`src/design/rcfft_pkg.sv`:
```
// shared constants, command struct and twiddle table builder for the radix-2 fft core
// no dependencies
`default_nettype none

package rcfft_pkg;

  localparam int unsigned MaxLog2PointsDef = 10;
  localparam int unsigned SampleWidthDef   = 16;
  localparam int unsigned TwiddleWidthDef  = 16;
  localparam int unsigned CfgWidth         = 4;
  localparam int unsigned Log2PointsRst    = 10;
  localparam int unsigned TwPack           = 24;
  localparam longint unsigned PiQ30        = 64'd3373259426;

  // commands from the sequencer to the datapath
  typedef struct packed {
    logic load_wr;
    logic cap_a;
    logic mul_en;
    logic sum_en;
    logic wr_a;
    logic wr_b;
    logic out_ld;
    logic out_zero;
  } dp_cmd_t;

  // shift-subtract quotient, elaboration only
  function automatic longint unsigned udiv(longint unsigned num, longint unsigned den);
    longint unsigned rem;
    longint unsigned q;
    rem = 0;
    q   = 0;
    for (int i = 63; i >= 0; i--) begin
      rem = (rem << 1) | ((num >> i) & 64'd1);
      if (rem >= den) begin
        rem = rem - den;
        q   = q | (64'd1 << i);
      end
    end
    return q;
  endfunction

  // q2.30 to twiddle format, negatives to zero, round half up, clamp to full scale
  function automatic longint to_twiddle(longint v, int unsigned tw);
    longint r;
    longint maxv;
    maxv = (64'sd1 <<< (tw - 1)) - 1;
    if (v < 0) v = 0;
    r = (v + (64'sd1 <<< (30 - tw))) >>> (31 - tw);
    return (r > maxv) ? maxv : r;
  endfunction

  // {sin, cos} for table entry k, taylor series in q2.30
  function automatic logic [2*TwPack-1:0] tw_entry(int unsigned k, int unsigned ml,
                                                   int unsigned tw);
    longint unsigned nmax;
    longint unsigned kk;
    longint unsigned x;
    longint unsigned t;
    longint c;
    longint s;
    longint cq;
    longint sq;
    logic neg;
    logic [2*TwPack-1:0] res;
    nmax = 64'd1 << ml;
    kk   = k;
    neg  = 1'b0;
    if (4 * longint'(k) > nmax) begin
      kk  = (nmax >> 1) - k;
      neg = 1'b1;
    end
    x = (PiQ30 * 2 * kk + (64'd1 << (ml - 1))) >> ml;
    t = 64'd1 << 30;
    c = 64'sd1 <<< 30;
    s = 0;
    for (int n = 1; n < 28; n++) begin
      t = udiv((t * x) >> 30, longint'(n));
      case (n % 4)
        0:       c = c + longint'(t);
        1:       s = s + longint'(t);
        2:       c = c - longint'(t);
        default: s = s - longint'(t);
      endcase
    end
    cq = to_twiddle(c, tw);
    sq = to_twiddle(s, tw);
    if (neg) cq = -cq;
    res[TwPack-1:0]        = cq[TwPack-1:0];
    res[2*TwPack-1:TwPack] = sq[TwPack-1:0];
    return res;
  endfunction

endpackage

`default_nettype wire

```
`src/design/rcfft_ctrl.sv`:
```
// sequencer: frame counters, butterfly address generation and output handshake
// depends on rcfft_pkg
`default_nettype none

module rcfft_ctrl #(
  parameter int unsigned MAX_LOG2_POINTS = rcfft_pkg::MaxLog2PointsDef,
  localparam int unsigned TwAw = (MAX_LOG2_POINTS > 1) ? MAX_LOG2_POINTS - 1 : 1
) (
  input  wire                             clk_i,
  input  wire                             rst_ni,
  input  wire                             cfg_valid_i,
  output logic                            cfg_ready_o,
  input  wire  [rcfft_pkg::CfgWidth-1:0]  cfg_data_i,
  input  wire                             in_valid_i,
  output logic                            in_ready_o,
  input  wire                             func_i,
  output logic                            out_valid_o,
  input  wire                             out_ready_i,
  output logic [MAX_LOG2_POINTS-1:0]      bin_index_o,
  output logic                            bin_last_o,
  output logic                            ready_res_o,
  output rcfft_pkg::dp_cmd_t              cmd_o,
  output logic                            rd_en_o,
  output logic [MAX_LOG2_POINTS-1:0]      rd_addr_o,
  output logic [MAX_LOG2_POINTS-1:0]      wr_addr_o,
  output logic [TwAw-1:0]                 tw_idx_o
);
  import rcfft_pkg::*;

  localparam int unsigned Aw = MAX_LOG2_POINTS;
  localparam int unsigned Nw = MAX_LOG2_POINTS + 1;
  localparam int unsigned Lw = $clog2(MAX_LOG2_POINTS + 1);

  typedef enum logic [2:0] {
    ST_IDLE, ST_RDOUT, ST_BF_RA, ST_BF_RB, ST_BF_MUL, ST_BF_SUM, ST_BF_WA, ST_BF_WB
  } state_e;

  state_e               state_q;
  logic [CfgWidth-1:0]  cfg_q;
  logic [Nw-1:0]        lcnt_q;
  logic [Aw-1:0]        rptr_q;
  logic                 done_q;
  logic [Lw-1:0]        stage_q;
  logic [Aw-1:0]        j_q;

  logic [CfgWidth-1:0]  leff;
  logic [Nw-1:0]        npts, eff_cnt, cnt_inc, rptr_inc;
  logic [Aw-1:0]        half, rev, load_addr, mask, mval, a_addr, b_addr, tw_full;
  logic                 acc, last_j, last_stage;

  always_comb begin
    if (cfg_q == '0)                                leff = CfgWidth'(1);
    else if (cfg_q > CfgWidth'(MAX_LOG2_POINTS))    leff = CfgWidth'(MAX_LOG2_POINTS);
    else                                            leff = cfg_q;
  end

  assign npts     = Nw'(1) << leff;
  assign half     = Aw'(npts >> 1);
  assign acc      = in_valid_i & in_ready_o;
  assign eff_cnt  = done_q ? '0 : lcnt_q;
  assign cnt_inc  = eff_cnt + Nw'(1);
  assign rptr_inc = Nw'(rptr_q) + Nw'(1);

  // samples land at bit-reversed addresses, so no reorder pass is needed
  always_comb begin
    for (int b = 0; b < Aw; b++) begin
      rev[Aw-1-b] = eff_cnt[b];
    end
  end
  assign load_addr = rev >> (CfgWidth'(MAX_LOG2_POINTS) - leff);

  assign mask       = (Aw'(1) << stage_q) - Aw'(1);
  assign mval       = j_q & mask;
  assign a_addr     = ((j_q >> stage_q) << (stage_q + Lw'(1))) | mval;
  assign b_addr     = a_addr | (Aw'(1) << stage_q);
  assign tw_full    = mval << (Lw'(MAX_LOG2_POINTS - 1) - stage_q);
  assign tw_idx_o   = tw_full[TwAw-1:0];
  assign last_j     = (j_q + Aw'(1)) == half;
  assign last_stage = CfgWidth'(stage_q) == (leff - CfgWidth'(1));

  assign in_ready_o  = (state_q == ST_IDLE) && !out_valid_o;
  assign cfg_ready_o = (state_q == ST_IDLE);

  always_comb begin
    cmd_o     = '0;
    rd_en_o   = 1'b0;
    rd_addr_o = a_addr;
    wr_addr_o = a_addr;
    unique case (state_q)
      ST_IDLE: begin
        if (acc) begin
          if (!func_i) begin
            cmd_o.load_wr = 1'b1;
            wr_addr_o     = load_addr;
          end else if (done_q) begin
            rd_en_o   = 1'b1;
            rd_addr_o = rptr_q;
          end else begin
            cmd_o.out_zero = 1'b1;
          end
        end
      end
      ST_RDOUT:  cmd_o.out_ld = 1'b1;
      ST_BF_RA:  rd_en_o = 1'b1;
      ST_BF_RB: begin
        rd_en_o     = 1'b1;
        rd_addr_o   = b_addr;
        cmd_o.cap_a = 1'b1;
      end
      ST_BF_MUL: cmd_o.mul_en = 1'b1;
      ST_BF_SUM: cmd_o.sum_en = 1'b1;
      ST_BF_WA:  cmd_o.wr_a = 1'b1;
      ST_BF_WB: begin
        cmd_o.wr_b = 1'b1;
        wr_addr_o  = b_addr;
      end
      default: ;
    endcase
  end

  always_ff @(posedge clk_i or negedge rst_ni) begin
    if (!rst_ni) begin
      state_q     <= ST_IDLE;
      cfg_q       <= CfgWidth'(Log2PointsRst);
      lcnt_q      <= '0;
      rptr_q      <= '0;
      done_q      <= 1'b0;
      stage_q     <= '0;
      j_q         <= '0;
      out_valid_o <= 1'b0;
      bin_index_o <= '0;
      bin_last_o  <= 1'b0;
      ready_res_o <= 1'b0;
    end else begin
      if (out_valid_o && out_ready_i) out_valid_o <= 1'b0;
      if (cfg_valid_i && cfg_ready_o) begin
        cfg_q  <= cfg_data_i;
        lcnt_q <= '0;
        rptr_q <= '0;
        done_q <= 1'b0;
      end
      unique case (state_q)
        ST_IDLE: begin
          if (acc) begin
            if (!func_i) begin
              done_q <= 1'b0;
              rptr_q <= '0;
              lcnt_q <= cnt_inc;
              if (cnt_inc >= npts) begin
                state_q <= ST_BF_RA;
                stage_q <= '0;
                j_q     <= '0;
              end
            end else if (done_q) begin
              state_q     <= ST_RDOUT;
              bin_index_o <= rptr_q;
              bin_last_o  <= (rptr_inc == npts);
              ready_res_o <= 1'b1;
              rptr_q      <= (rptr_inc >= npts) ? '0 : Aw'(rptr_inc);
            end else begin
              out_valid_o <= 1'b1;
              bin_index_o <= '0;
              bin_last_o  <= 1'b0;
              ready_res_o <= 1'b0;
            end
          end
        end
        ST_RDOUT: begin
          out_valid_o <= 1'b1;
          state_q     <= ST_IDLE;
        end
        ST_BF_RA:  state_q <= ST_BF_RB;
        ST_BF_RB:  state_q <= ST_BF_MUL;
        ST_BF_MUL: state_q <= ST_BF_SUM;
        ST_BF_SUM: state_q <= ST_BF_WA;
        ST_BF_WA:  state_q <= ST_BF_WB;
        ST_BF_WB: begin
          if (last_j) begin
            j_q <= '0;
            if (last_stage) begin
              done_q  <= 1'b1;
              state_q <= ST_IDLE;
            end else begin
              stage_q <= stage_q + Lw'(1);
              state_q <= ST_BF_RA;
            end
          end else begin
            j_q     <= j_q + Aw'(1);
            state_q <= ST_BF_RA;
          end
        end
        default: state_q <= ST_IDLE;
      endcase
    end
  end

endmodule

`default_nettype wire

```
`config.mk`:
```
export PLATFORM = sky130hd
export DESIGN_NAME = rcfft_ctrl
export DESIGN_NICKNAME = d
export VERILOG_FILES = /design/src/design/rcfft_pkg.sv /design/src/design/rcfft_ctrl.sv
export SDC_FILE = /design/constraint.sdc
export NUM_CORES = 1
export LEC_CHECK = 0
export BUFFER_PORTS_ARGS = -buffer_cell sky130_fd_sc_hd__buf_2
export CORE_UTILIZATION = 33
export CTS_BUF_LIST = sky130_fd_sc_hd__clkbuf_4
export DETAILED_ROUTE_END_ITERATION = 12
export PLACE_DENSITY = 0.58
export SYNTH_ARGS = -nofsm -noshare
export SYNTH_HDL_FRONTEND = slang
export SYNTH_SLANG_ARGS = --single-unit
```
`constraint.sdc`:
```
create_clock -name clk_i -period 3.78 [get_ports clk_i]
set_clock_uncertainty 0.05 [all_clocks]
set_input_delay 0.567 -clock clk_i [delete_from_list [all_inputs] [get_ports clk_i]]
set_output_delay 0.567 -clock clk_i [all_outputs]
set_load 0.02 [all_outputs]
```
==> impl_metrics.py <==
metrics = {
    "worst_setup_path": {
        "worstSetupPathType": "flop to primary output",
        "critPathTopFamily": "compound AO/OA/AOI/OAI gates",
        "cp_cell_sequence": "ha_1 -> ha_2 -> nor4_1 -> xor2_1 -> o21ai_1 -> o311a_1 -> a21oi_1 -> a211o_1 -> buf_2",
        "slowest_delay_ps": 490,
        "critPathCaptureType": "primary output",
        "worstPathArrival_ps": 3050,
        "timing.critical_path.buf_inv": 1,
        "worstPathMaxFanout": 7,
        "crit_path_start_kind": "flop",
        "slowest_stage": "dfrtp_2",
        "worst_ep_required_time_ps": 3160,
    },
    "clocking": {
        "cts_tree": "yes",
        "numCtsBuffers": 5,
        "htreeDepth": 2,
        "max-clock-path-buffers": 2,
        "insertion_delay_ps": 440,
        "clock-sinks": 56,
        "cts-root-buf": "clkbuf_4",
        "holdBufCountCts": 0,
        "clkTransAtPathRegs_ps": 190,
    },
    "die": {
        "dieArea_um2": 19400,
        "die-height_um": 139,
        "placementRows": 49,
        "die_w_um": 139,
        "boundaryPins": 63,
        "start_util": 0.342,
        "core_um2": 18200,
    },
    "power_and_ir_drop": {
        "cellPowerDensity_nw_per_um2": 707,
        "power.total_w": 0.00501,
        "p_clk_frac": 0.057,
        "internal-power_w": 0.00228,
        "swShare": 0.546,
        "power.leakage_nw": 3.19,
        "vdd_ir_drop_max_mv": 0.370,
        "power_frac_seq": 0.185,
        "comb_power_share": 0.758,
        "p_sw_w": 0.00274,
    },
    "drt": {
        "final_antenna_net_count": 0,
        "wire_per_inst_um": 20.0,
        "vias_per_cell": 5.87,
        "drt_wl_total_mm": 20.7,
        "drc": 0,
        "routed-via-count": 6058,
        "dr.pass1.iters": 5,
        "drtIter0Drc": 561,
    },
    "global_route": {
        "grt_pass1_vias": 5721,
        "antenna_found_initial": 0,
        "globalRouteOverflowTotal": 0,
        "grt_pass1_wl_mm": 33.0,
        "grt_max_degree": 40,
        "track_usage": 0.217,
    },
    "timing": {
        "report.final.slew_viol_count": 0,
        "setup-tns-final_ps": 0,
        "finalSetupViolations": 0,
        "whs_ps": 204,
        "max_slew_margin": 0.351,
        "worst_pin_slew_ps": 973,
        "period_needed_ps": 3670,
        "final_hold_viol_count": 0,
        "finalCritPeriodShare": 0.971,
        "fmax_mhz": 272,
    },
    "synthesis": {
        "async_flop_share": 1.00,
        "ys_warn_count": 0,
        "synth_top_flop_cell": "dfrtp_1",
        "synthCells": 745,
        "syn_area_um2": 6230,
        "synth_seq_area_share": 0.225,
        "synthDistinctLibCells": 88,
        "synth_fp_nets": 794,
        "yosys.area.top_type_share": 0.217,
        "yosysTopAreaCell": "dfrtp_1",
        "synth_edf_count": 0,
        "synth_area_leaders": "dfrtp_1 (22%), ha_1 (7.8%), nand2_1 (5.4%), mux2i_1 (3.5%), nor2_1 (3.4%)",
        "avgSynthCellArea_um2": 8.36,
        "ys_ff_latch": 56,
    },
    "placed_design": {
        "dp_cells": 1022,
        "io_buffers": 62,
        "place_congestion": 0.945,
        "hpwl_mm": 15.6,
        "place_area_um2": 6830,
    },
    "cells_and_area": {
        "stdcell_count": 1032,
        "drive_above_1_share": 0.250,
        "diodes": 0,
        "syn_to_final_growth_pct": 13.8,
        "fin_area_um2": 7080,
        "fin_nets": 851,
        "fillers": 1854,
    },
    "status": {
        "status": "finished, final reports clean",
    },
    "worst_hold_path": {
        "hp-class": "primary input to asynchronous set/reset pin",
    },
    "run": {
        "cap_violations": 0,
    },
}
==> Yosys cell counts (all sizes together), types with 11 or more instances <==
cell type,instances
nand2,90
nor2,58
dfrtp,54
ha,39
nand3,36
o21ai,31
buf,30
clkbuf,28
mux2i,22
a22o,20
inv,20
xnor2,20
nor3,19
xor2,19
a21oi,18
nor2b,15
mux2,13
nand2b,12
and2,11
o211ai,11
==> power groups by stage <==
stage          sequential [W]  clock (W)  combinational [W]
2_1_floorplan        0.000780          0            0.00270
3_3_place_gp         0.000924          0            0.00357
3_5_place_dp         0.000927          0            0.00357
4_1_cts              0.000917   0.000297            0.00361
5_1_grt              0.000953   0.000318            0.00410
6_report             0.000929   0.000284            0.00380
==> final timing paths <==
path	depth (start not counted)	endpoint	start	slack, ps
worst max-delay path	9	rd_addr_o[7]	stage_q[0]$_DFFE_PN0P_	110
worst min-delay path	1	out_valid_o$_DFF_PN0_	rst_ni	200
worst max register to register	11	rptr_q[9]$_DFF_PN0_	cfg_q[1]$_DFFE_PN1P_	310
worst min register to register	2	bin_index_o[6]$_DFFE_PN0P_	bin_index_o[6]$_DFFE_PN0P_	450
max in group asynchronous	2	ready_res_o$_DFFE_PN0P_	rst_ni	2640
min in group clk_i	2	cfg_q[3]$_DFFE_PN1P_	cfg_data_i[3]	310
==> layout by cell type (no fill, tap or decap), types with 8 or more instances in the layout <==
cell      netlist  routed
mux2_2         13      12
nand2b_1       12      12
mux2i_1        22      21
dfrtp_1        54      50
inv_1          19      18
xnor2_1        20      20
o211ai_1       10      10
a21oi_1        18      16
nand2_1        90      86
nor3_1         18      17
a32o_1         10      10
buf_4           1      45
nor2b_1        15      14
nand4_1        10      10
o21ai_0        29      23
nand3_1        33      32
xor2_1         19      18
and3_1         10      10
ha_1           39      32
mux4_2          8       8
nor2_1         56      56
a21o_1         10      10
and2_1         10      10
buf_2          17      60
a22o_1         20      20
==> registers in the layout, summed over array words and instances (netlist names) <==
register / count
state_q: 3
lcnt_q: 11
ready_res_o: 1
out_valid_o: 1
rptr_q: 10
bin_index_o: 10
stage_q: 4
done_q: 1
bin_last_o: 1
cfg_q: 4
j_q: 10
==> kinds of logic after synthesis <==
| family | Yosys count | synth area share |
|---|---|---|
| adder cells (fa/ha/maj) | 40 | 0.0800 |
| multiplexers | 43 | 0.0878 |
| AO/OA/AOI/OAI | 194 | 0.241 |
| XOR/XNOR | 41 | 0.0623 |
| flip-flops | 56 | 0.225 |
| buffers and inverters | 79 | 0.0655 |
| AND/OR/NAND/NOR | 292 | 0.238 |
==> metal layers <==
metal / track usage / routed length [um]
met1: 0.300 / 9450
met2: 0.346 / 9630
met4: 0.0760 / 553
met3: 0.0265 / 1020
met5: 0 / 0
==> per-stage QoR <==
stage               utilization  setup slack, ps
floorplan                     -             9.42
global placement          0.375              253
detailed placement        0.375              158
CTS                       0.380             7.35
global route              0.389            -1.58
finish                    0.389              109
==> repair_timing <==
action	in CTS	in global routing
buffers inserted	0	2
cloned	0	0
gates resized for setup	16	42
setup endpoints to repair	14	34
endpoints found under the hold margin	0	0
pin swaps	0	5
==> worst register-to-register path, cell delays in order, from the launching register on <==
cell	delay, ps
dfstp_2	620
nor2_1	80
maj3_2	370
inv_1	130
ha_1	330
nand2_1	220
ha_1	390
nand4_1	150
nor3_1	480
a2111oi_4	100
buf_4	200
a32o_1	260
==> final cells by class <==
cell class	instances	area (um^2)	share of cell area
tap	229	287	0.0404
inverter	21	78.8	0.0111
clock buffer	5	37.5	0.00530
timing repair buffer	108	681	0.0961
multi-input combinational	610	4580	0.646
clock inverter	3	13.8	0.00194
sequential	56	1410	0.199
Power figures use the tool's default switching activity.
